**src/rtl/dmxp_pkg.sv**
```systemverilog
package dmxp_pkg;

  localparam int CHANNEL_COUNT = 512;
  localparam int HEADER_BYTES  = 7;

  localparam int CH_W  = $clog2(CHANNEL_COUNT);
  localparam int OFF_W = 10;
  localparam int REL_W = 4;

  localparam logic [OFF_W-1:0] FIELD_START  = OFF_W'(HEADER_BYTES + 1);
  localparam logic [OFF_W-1:0] DATA_START   = OFF_W'(HEADER_BYTES + 11);
  localparam logic [OFF_W-1:0] PACKET_TOTAL = OFF_W'(HEADER_BYTES + 11 + CHANNEL_COUNT);
  localparam logic [OFF_W-1:0] LAST_OFFSET  = OFF_W'(HEADER_BYTES + 10 + CHANNEL_COUNT);

  localparam logic [1:0] KIND_BYTE  = 2'd0;
  localparam logic [1:0] KIND_READ  = 2'd1;
  localparam logic [1:0] KIND_CLEAR = 2'd2;

  localparam logic [0:0] CFG_SCALE_MIN = 1'd0;
  localparam logic [0:0] CFG_SCALE_MAX = 1'd1;

  localparam logic [REL_W-1:0] REL_OPCODE_LO   = 4'd0;
  localparam logic [REL_W-1:0] REL_OPCODE_HI   = 4'd1;
  localparam logic [REL_W-1:0] REL_VERSION_LO  = 4'd2;
  localparam logic [REL_W-1:0] REL_VERSION_HI  = 4'd3;
  localparam logic [REL_W-1:0] REL_SEQUENCE    = 4'd4;
  localparam logic [REL_W-1:0] REL_PHYSICAL    = 4'd5;
  localparam logic [REL_W-1:0] REL_UNIVERSE_LO = 4'd6;
  localparam logic [REL_W-1:0] REL_UNIVERSE_HI = 4'd7;
  localparam logic [REL_W-1:0] REL_LENGTH_LO   = 4'd8;
  localparam logic [REL_W-1:0] REL_LENGTH_HI   = 4'd9;

  typedef struct packed {
    logic            wr;
    logic [CH_W-1:0] addr;
    logic            field_en;
    logic [REL_W-1:0] rel;
    logic            done;
    logic            blank;
  } seq_info_t;

  typedef struct packed {
    logic [1:0]  kind;
    logic [7:0]  byte_value;
    seq_info_t   info;
    logic        fwd;
  } stage_t;

endpackage

```
**src/rtl/dmxp_sequencer.sv**
```systemverilog
module dmxp_sequencer
  import dmxp_pkg::*;
(
  input  logic       clk,
  input  logic       rst_n,
  input  logic       accept,
  input  logic [1:0] kind,
  input  logic [7:0] byte_value,
  input  logic       start_of_packet,
  output seq_info_t  info
);

  logic [OFF_W-1:0] off_r;
  logic [OFF_W-1:0] off_nxt;
  logic             az_r;
  logic             az_nxt;
  logic [OFF_W-1:0] off;
  logic             az;
  logic [OFF_W-1:0] ch_off;
  logic [OFF_W-1:0] rel_off;

  always_comb begin
    off     = start_of_packet ? '0 : off_r;
    az      = start_of_packet ? 1'b1 : az_r;
    ch_off  = off - DATA_START;
    rel_off = off - FIELD_START;
    info    = '0;
    off_nxt = off_r;
    az_nxt  = az_r;
    info.addr = ch_off[CH_W-1:0];
    info.rel  = rel_off[REL_W-1:0];
    if (kind == KIND_BYTE) begin
      off_nxt = off;
      az_nxt  = az;
      if (off < PACKET_TOTAL) begin
        off_nxt = off + 1'b1;
        if (off >= DATA_START) begin
          info.wr    = 1'b1;
          az_nxt     = az & (byte_value == 8'd0);
          info.done  = (off == LAST_OFFSET);
          info.blank = (off == LAST_OFFSET) & az & (byte_value == 8'd0);
        end else if (off >= FIELD_START) begin
          info.field_en = 1'b1;
        end
      end
    end
  end

  always_ff @(posedge clk) begin
    if (!rst_n) begin
      off_r <= PACKET_TOTAL;
      az_r  <= 1'b1;
    end else if (accept) begin
      off_r <= off_nxt;
      az_r  <= az_nxt;
    end
  end

endmodule

```
**config.mk**
```make
export PLATFORM = sky130hd
export DESIGN_NAME = dmxp_sequencer
export DESIGN_NICKNAME = d
export VERILOG_FILES = /design/src/rtl/dmxp_pkg.sv /design/src/rtl/dmxp_sequencer.sv
export SDC_FILE = /design/constraint.sdc
export NUM_CORES = 1
export LEC_CHECK = 0
export BUFFER_PORTS_ARGS = -buffer_cell sky130_fd_sc_hd__buf_4
export CORE_UTILIZATION = 53
export CTS_CLUSTER_DIAMETER = 50
export DETAILED_ROUTE_END_ITERATION = 10
export PLACE_DENSITY = 0.95
export SLEW_MARGIN = 20
export SYNTH_ARGS = -nofsm -noshare
export SYNTH_HDL_FRONTEND = slang
export SYNTH_SLANG_ARGS = --single-unit
```
**constraint.sdc**
```tcl
create_clock -name clk -period 5.45 [get_ports clk]
set_input_delay 0.2725 -clock clk [delete_from_list [all_inputs] [get_ports clk]]
set_output_delay 0.2725 -clock clk [all_outputs]
set_load 0.02 [all_outputs]
```
==> run metrics <==
post-CTS sizing 0; top post-synthesis cells by area dfxtp_1 (24%), nand2_1 (6.1%), ha_1 (5.5%); TritonCTS clock tree yes; violated checks design-rule violations; type of destination of the critical path output pin; final instance area approximately 1100 um2; DRT Pass-1 Iters 7; fin nets about 170; via count roughly 1.0k; Chip Width ~44 um; # Max-Cap Violations 0; initial antenna violation count 0; Final WS setup approximately 2.8 ns; Final Hold Fails 0; CP Max Fanout 10; Post-Synthesis Cells about 120; Root Buffer clkbuf_4; largest net degree at the start of global routing 18; Syn. warnings 0; Top FF cell, synth dfxtp_1; # setup viols final 0; global route overflow 0; R2R depth 6; RSZ-0062 raised after global routing no; min Tclk post-route 2.64 ns; Worst setup SP type register; post-synthesis instance area 916 um2; Final Skew roughly 0.0045 ns; Setup Fix Bufs, Post-CTS 0; PortBufs 30; Die ar. around 1900 um2; outcome finished, violations left; Total GRT Usage 0.281; Top-Level Pins 31; FF-to-FF End off_r[8]$_SDFFE_PN0P_; core area 1560 um2; arrival time at the worst endpoint roughly 2.4 ns; number of global-route vias before repair 960; HP Start rst_n; worst slack at placement around 3.1 ns; measured slew at the worst slew-check pin about 0.84 ns; Net Count, Synth 142; Die Y 43.6 um; # rows 14; headroom to the max-slew limit 0.438; H-Tree Depth 1; Leakage Power about 0.47 nW; clk slew on worst S/H paths around 0.080 ns; Finished Layout Cells approximately 160; Synth cell types 40; register area share after synthesis 0.240; Hold Crit Endpoint off_r[4]$_SDFFE_PN1P_; Max Freq between 300 and 400 MHz; clock sink count 11; dpl cells between 150 and 200; Clk Latency, worst-skew pair approximately 0.29 ns; Syn Area/Cell approximately 7.4 um2; Setup TNS 0 ns; area share of the largest cell type after synthesis 0.240; Req. time, crit path 5.18 ns; antenna viol nets, final 0; first-pass GRT wire length 3.91 mm; DRC violations left 6; Tcrit/Tclk final 0.485; Final GP Congestion between 0.9 and 1; worst reg-to-reg setup slack approximately 3.5 ns; EDFF count, synth 0; CTS Buf Count 3; Slew Viols, Final 0; P&R area growth vs syn 23.6%; Synth Register Bits 11; Detailed Route WL roughly 2.4 mm; Final Core Density 0.726; Hold Path Class input port to register; Initial Util 0.587; DP Area ~1100 um2; Synth area leader dfxtp_1; Power Density roughly 170 nW/um2; Async SR Flop Fraction 0; worst setup path class register to output pin; initial DRC count 37; layout cells sized above 1 0.257; Worst Hold Depth 2; Max Root-Sink Buffers 2; Hold Buf Count CTS 0; dpl hpwl approximately 1.8 mm; antenna cells 0; Worst R2R Start off_r[0]$_SDFFE_PN0P_; VDD IR max 0.131 mV; WL/cell between 10 and 15 um; Via density roughly 6.3
[synthesized netlist by cell type (2+ instances only)]
cell      count
o31ai_1       2
o31a_1        2
nand2_1      15
o21a_1        2
nor2b_1       2
xor2_1        4
nor3_1       10
buf_4         2
xnor2_1       2
nor2_1       10
or3_1         2
ha_1          4
nor4_1        7
a31oi_1       2
clkbuf_1      4
nand2b_1      4
o211ai_1      2
dfxtp_1      11
inv_1         5
o21ai_0       4
nand3_1       9
[metrics by stage]
stage               power (mW)  hold WS (ns)
global route             0.202         0.222
global placement         0.131         0.524
finish                   0.194         0.223
detailed placement       0.132         0.515
CTS                      0.193         0.220
floorplan                0.112         0.486
[placed cells by master (no fill, tap or decap), types with 3 or more instances in the layout]
master    instances
nand3_1           9
buf_4            30
ha_1              4
xor2_1            4
dfxtp_1          11
o21ai_0           4
nor3_1           10
inv_1             5
nand2b_1          4
nor4_1            7
nor2_1           10
nand2_1          15
clkbuf_4          3
[critical path, cell delays in order (launching register included)]
cell and delay (ns):
dfxtp_1 0.41, or4_4 0.60, o21a_1 0.21, or3_4 0.40, nor4_2 0.27, buf_4 0.18
[layout make-up]
class / instances / area, um2
fillers: 122 / 427
clock buffers: 4 / 26.3
inverters: 5 / 18.8
flip-flops and latches: 11 / 220
repair buffers: 30 / 225
multi-input cells: 98 / 622
well taps: 16 / 20.0
[cells by family after synthesis]
family                   synth area share
AO/OA/AOI/OAI                       0.156
XOR/XNOR                           0.0574
adder cells (fa/ha/maj)            0.0546
buffers and inverters              0.0806
flip-flops                          0.240
multiplexers                       0.0109
AND/OR/NAND/NOR                     0.400
[worst max-delay path by stage]
stage / start / endpoint / slack [ns] / cells past startpoint
2_1_floorplan: off_r[5]$_SDFFE_PN0P_ / info[0] / 3.11 / 5
3_3_place_gp: off_r[5]$_SDFFE_PN0P_ / info[0] / 3.18 / 5
3_5_place_dp: off_r[5]$_SDFFE_PN0P_ / info[0] / 3.13 / 5
4_1_cts: off_r[5]$_SDFFE_PN0P_ / info[0] / 2.81 / 5
5_1_grt: off_r[5]$_SDFFE_PN0P_ / info[0] / 2.73 / 5
6_report: off_r[5]$_SDFFE_PN0P_ / info[0] / 2.81 / 5
[where the power goes]
part           internal, mW  leakage, nW  total, mW  switching, mW
Sequential           0.0815       0.0890     0.0833        0.00174
Combinational        0.0212        0.362     0.0477         0.0265
Clock                0.0286       0.0150     0.0627         0.0341
Total                 0.131        0.466      0.194         0.0623
[registers in the layout, indices dropped and copies added, names as in the netlist]
signal  cells
az_r        1
off_r      10
[metal layers]
metal  track usage  vias to the layer above  routed length [um]
met5             0                        -                   0
met1         0.325                      470                 979
li1              -                      501                   -
met2         0.454                       51                1170
met3        0.0625                        9                 212
met4         0.200                        0                  59
Note: power is estimated with default switching activity, not from simulation.
