<file path="src/rtl/dmxp_pkg.sv">
package dmxp_pkg;

  localparam int CHANNEL_COUNT = 512;
  localparam int HEADER_BYTES  = 7;

  localparam int CH_W  = $clog2(CHANNEL_COUNT);
  localparam int OFF_W = 10;
  localparam int REL_W = 4;

  localparam logic [OFF_W-1:0] FIELD_START  = OFF_W'(HEADER_BYTES + 1);
  localparam logic [OFF_W-1:0] DATA_START   = OFF_W'(HEADER_BYTES + 11);
  localparam logic [OFF_W-1:0] PACKET_TOTAL = OFF_W'(HEADER_BYTES + 11 + CHANNEL_COUNT);
  localparam logic [OFF_W-1:0] LAST_OFFSET  = OFF_W'(HEADER_BYTES + 10 + CHANNEL_COUNT);

  localparam logic [1:0] KIND_BYTE  = 2'd0;
  localparam logic [1:0] KIND_READ  = 2'd1;
  localparam logic [1:0] KIND_CLEAR = 2'd2;

  localparam logic [0:0] CFG_SCALE_MIN = 1'd0;
  localparam logic [0:0] CFG_SCALE_MAX = 1'd1;

  localparam logic [REL_W-1:0] REL_OPCODE_LO   = 4'd0;
  localparam logic [REL_W-1:0] REL_OPCODE_HI   = 4'd1;
  localparam logic [REL_W-1:0] REL_VERSION_LO  = 4'd2;
  localparam logic [REL_W-1:0] REL_VERSION_HI  = 4'd3;
  localparam logic [REL_W-1:0] REL_SEQUENCE    = 4'd4;
  localparam logic [REL_W-1:0] REL_PHYSICAL    = 4'd5;
  localparam logic [REL_W-1:0] REL_UNIVERSE_LO = 4'd6;
  localparam logic [REL_W-1:0] REL_UNIVERSE_HI = 4'd7;
  localparam logic [REL_W-1:0] REL_LENGTH_LO   = 4'd8;
  localparam logic [REL_W-1:0] REL_LENGTH_HI   = 4'd9;

  typedef struct packed {
    logic            wr;
    logic [CH_W-1:0] addr;
    logic            field_en;
    logic [REL_W-1:0] rel;
    logic            done;
    logic            blank;
  } seq_info_t;

  typedef struct packed {
    logic [1:0]  kind;
    logic [7:0]  byte_value;
    seq_info_t   info;
    logic        fwd;
  } stage_t;

endpackage

</file>
<file path="src/rtl/dmxp_chan_ram.sv">
module dmxp_chan_ram
  import dmxp_pkg::*;
(
  input  logic            clk,
  input  logic            rst_n,
  input  logic            rd_en,
  input  logic [CH_W-1:0] rd_addr,
  output logic [7:0]      rd_data,
  input  logic            wr_en,
  input  logic [CH_W-1:0] wr_addr,
  input  logic [7:0]      wr_data,
  output logic            busy
);

  logic [7:0]    mem [CHANNEL_COUNT];
  logic [7:0]    rd_data_r;
  logic [CH_W:0] clr_cnt_r;
  logic [CH_W:0] clr_cnt_nxt;
  logic          clearing_r;
  logic          clearing_nxt;
  logic          mem_we;
  logic [CH_W-1:0] mem_waddr;
  logic [7:0]    mem_wdata;

  always_comb begin
    clr_cnt_nxt  = clr_cnt_r;
    clearing_nxt = clearing_r;
    if (clearing_r) begin
      clr_cnt_nxt = clr_cnt_r + 1'b1;
      if (clr_cnt_r == (CH_W+1)'(CHANNEL_COUNT - 1)) begin
        clearing_nxt = 1'b0;
      end
    end
    mem_we    = clearing_r | wr_en;
    mem_waddr = clearing_r ? clr_cnt_r[CH_W-1:0] : wr_addr;
    mem_wdata = clearing_r ? 8'd0 : wr_data;
  end

  always_ff @(posedge clk) begin
    if (!rst_n) begin
      clr_cnt_r  <= '0;
      clearing_r <= 1'b1;
    end else begin
      clr_cnt_r  <= clr_cnt_nxt;
      clearing_r <= clearing_nxt;
    end
  end

  always_ff @(posedge clk) begin
    if (rd_en) begin
      rd_data_r <= mem[rd_addr];
    end
    if (mem_we) begin
      mem[mem_waddr] <= mem_wdata;
    end
  end

  assign rd_data = rd_data_r;
  assign busy    = clearing_r;

endmodule

</file>
<file path="config.mk">
export PLATFORM = sky130hd
export DESIGN_NAME = dmxp_chan_ram
export DESIGN_NICKNAME = d
export VERILOG_FILES = /design/src/rtl/dmxp_pkg.sv /design/src/rtl/dmxp_chan_ram.sv
export SDC_FILE = /design/constraint.sdc
export NUM_CORES = 2
export LEC_CHECK = 0
export BUFFER_PORTS_ARGS = -buffer_cell sky130_fd_sc_hd__buf_2
export CAP_MARGIN = 15
export CORE_MARGIN = 10
export CORE_UTILIZATION = 29
export CTS_CLUSTER_SIZE = 40
export DETAILED_ROUTE_END_ITERATION = 6
export GPL_ROUTABILITY_DRIVEN = 0
export PLACE_DENSITY = 0.49
export SLEW_MARGIN = 20
export SYNTH_ARGS = -nofsm -noshare
export SYNTH_HDL_FRONTEND = slang
export SYNTH_SLANG_ARGS = --single-unit
export TNS_END_PERCENT = 20
</file>
<file path="constraint.sdc">
create_clock -name clk -period 20.1 [get_ports clk]
set_clock_uncertainty 0.1 [all_clocks]
set_input_delay 3.015 -clock clk [delete_from_list [all_inputs] [get_ports clk]]
set_output_delay 3.015 -clock clk [all_outputs]
set_load 0.01 [all_outputs]
</file>
==> reports/qor.csv <==
metric,value,unit
seq_area,0.123,mm^2
syn-num-nets,8185,
initial_core_util,29.1,%
async_flop_share,0,%
die_h,767,um
drt_iter0_drc,8852,
grt_pass1_vias,83619,
antenna_found_initial,32,
place_ws,10.80,ns
cp-end-kind,flop,
p_per_area,96.8,mW/mm^2
port_buffers,38,
utilization,33.1,%
syn_area_per_cell,19.8,um^2
ios,39,
rsz0062_at_grt,no,
drcViolationCount,0,
nNetsFinal,8320,
cts_tree,done,
die_area,0.588,mm^2
cts_root_buffer,clkbuf_16,
areaGrowthSynthToFinish,13.7,%
place_area,0.170,mm^2
min_period_over_period,39.7,%
syn_inst,8154,
ctsHtreeMaxLevel,5,
grt_overflow_total,0,
finalInstanceArea,0.184,mm^2
rows,274,
first_pass_iters,6,
report.final.slew_viol_count,0,
worstPathArrival,8.76,ns
yosys_register_bits,4115,
dp_hpwl,285,mm
routed_wl,471,mm
cp.required,20.89,ns
path_max_fanout,103,
cts-buffers-inserted,427,
core,0.556,mm^2
netlist_area,0.162,mm^2
fin_crit,7.97,ns
grt_usage,15.4,%
drive_above_1_share,19.0,%
final_cells,16102,
ys.flop_type,edfxtp_1,
path_class,in2reg,
grt_start_max_net_pins,217,
dp.cells,15310,
ctsHoldBuffers,0,
hold_path.class,reg2reg,
tightest_slew,1.16,ns
cap_violations,0,
cts.sinks,4115,
synth-edff-count,4104,
critPathLaunchType,input pin,
path_clk_slew,0.06,ns
multiInputGateArea,0.0355,mm^2
fin_tns_setup,0,ns
grt_pass1_wl,661,mm
vias_per_cell,5.12,
cts_resized,0,
clkLatencyLatePin,1.01,ns
setup_slack,12.13,ns
final_antenna_net_count,0,
yosysSeqAreaShare,76.4,%
fillCellCount,52854,
clockBufferDepth,4,
timing.max_slew.rel_slack,22.9,%
ir_drop,0.0000790,V
final-setup-viol-count,0,
hold_viol_final,0,
cts_setup_buffers,0,
die_x,767,um
synth_cell_types,78,
fmax,125,MHz
p_leak,57.4,nW
ys_warn_count,0,
wl_per_cell,29.2,um
status,"complete, no violations",
num_vias,82394,
## synth_stat cells, drive strengths merged, types with 14 or more instances
master   count  area share (%)
nor2b       15           0.058
o21ai       81            0.25
o32ai       21            0.11
nor3       121            0.37
a21oi      109            0.34
and2        33            0.13
or3         14           0.054
mux2        28            0.20
o221ai     190             1.0
nor2       622             1.4
mux2i      597             3.7
nor4        45            0.17
nand3       54            0.17
a211oi      53            0.25
buf        278             1.3
nand4       38            0.15
nand2b      23           0.094
clkbuf     247            0.57
o22ai      205            0.84
mux4       745              10
nand2      233            0.55
o31ai       20           0.093
a22oi       26            0.12
edfxtp    4104              76
a2111oi     40            0.22
## kinds of logic (layout without fill, tap and decap cells)
family	count (synthesis)	count (layout)	share of synthesized area, %
buf+inv	535	1015	1.94
flops	4115	4115	76.4
mux	1370	1370	14.3
simple gates	1280	1280	3.60
fa+ha+maj	1	1	0.00774
compound gates	845	845	3.77
xor+xnor	8	8	0.0433
other cells	0	16	0
## final timing paths
check	startpoint	to	slack [ns]	cells after the start
worst min-delay path	clr_cnt_r[9]$_SDFFE_PN0P_	clr_cnt_r[9]$_SDFFE_PN0P_	0.41	2
worst min register to register	clr_cnt_r[9]$_SDFFE_PN0P_	clr_cnt_r[9]$_SDFFE_PN0P_	0.41	2
worst max register to register	busy$_SDFF_PN1_	mem[263][1]$_DFFE_PP_	15.24	6
worst max-delay path	rd_addr[0]	rd_data[3]$_DFFE_PP_	12.13	11
## worst max-delay path: stages
cell	delay, ns
buf_12	0.49
buf_4	0.75
buf_12	0.65
buf_12	0.62
mux2i_1	0.18
o22ai_1	0.45
nor3_1	0.09
or4_1	0.54
or4_1	0.59
a2111oi_0	0.79
and3_1	0.26
## stage by stage
step | hold slack, ns | total power, W
floorplan | 0.359 | 0.00994
global placement | 0.378 | 0.0102
detailed placement | 0.401 | 0.0102
CTS | 0.411 | 0.0179
global route | 0.463 | 0.0183
finish | 0.407 | 0.0178
## registers in the layout (all words and copies together), names as in the netlist
register and flops:
busy 1, clr_cnt_r 10, mem 4096, rd_data 8
## cells in the final DEF (no fill, tap or decap), types with 26 or more instances in the layout
cell       Yosys  layout
a21oi_1      109     109
edfxtp_1    4104    4104
clkinv_1       0     123
nor3_1       121     118
clkinv_2       0      55
mux2i_1      597     597
nor2_1       622     615
and2_1        31      31
mux4_2       739     739
nor4_1        45      45
o221ai_1     189     189
o21ai_0       80      80
bufinv_16      0      36
mux2_2        28      28
buf_2         68      34
nand4_1       38      38
clkbuf_16      0     430
a22oi_1       26      26
a211oi_1      53      53
nand3_1       54      54
o22ai_1      193     192
buf_4         63     173
clkbuf_1     246      89
nand2_1      232     216
## routing by layer
layer  GRT usage, %  share of wire [%]  vias to the layer above
li1               -                  -                    34181
met2           25.0                 48                     3069
met3           2.79                7.0                      661
met1           21.1                 42                    44471
met4           4.55                3.1                       12
met5              0              0.020                        -
## power by group
group	switching (W)	total, W	leakage [nW]	internal, W
sequential	0.00000642	0.00931	38.1	0.00930
combinational	0.000473	0.000728	12.7	0.000255
clock	0.00337	0.00775	6.55	0.00438
## cell type report
type | instances | share of cell area, %
tap | 7452 | 5.07
timing repair buffer | 231 | 1.06
clock buffer | 519 | 6.04
inverter | 10 | 0.0272
sequential | 4115 | 67.2
clock inverter | 255 | 1.32
antenna | 16 | 0.0218
multi-input combinational | 3504 | 19.3
No activity file was read; power rests on OpenSTA's default activity.
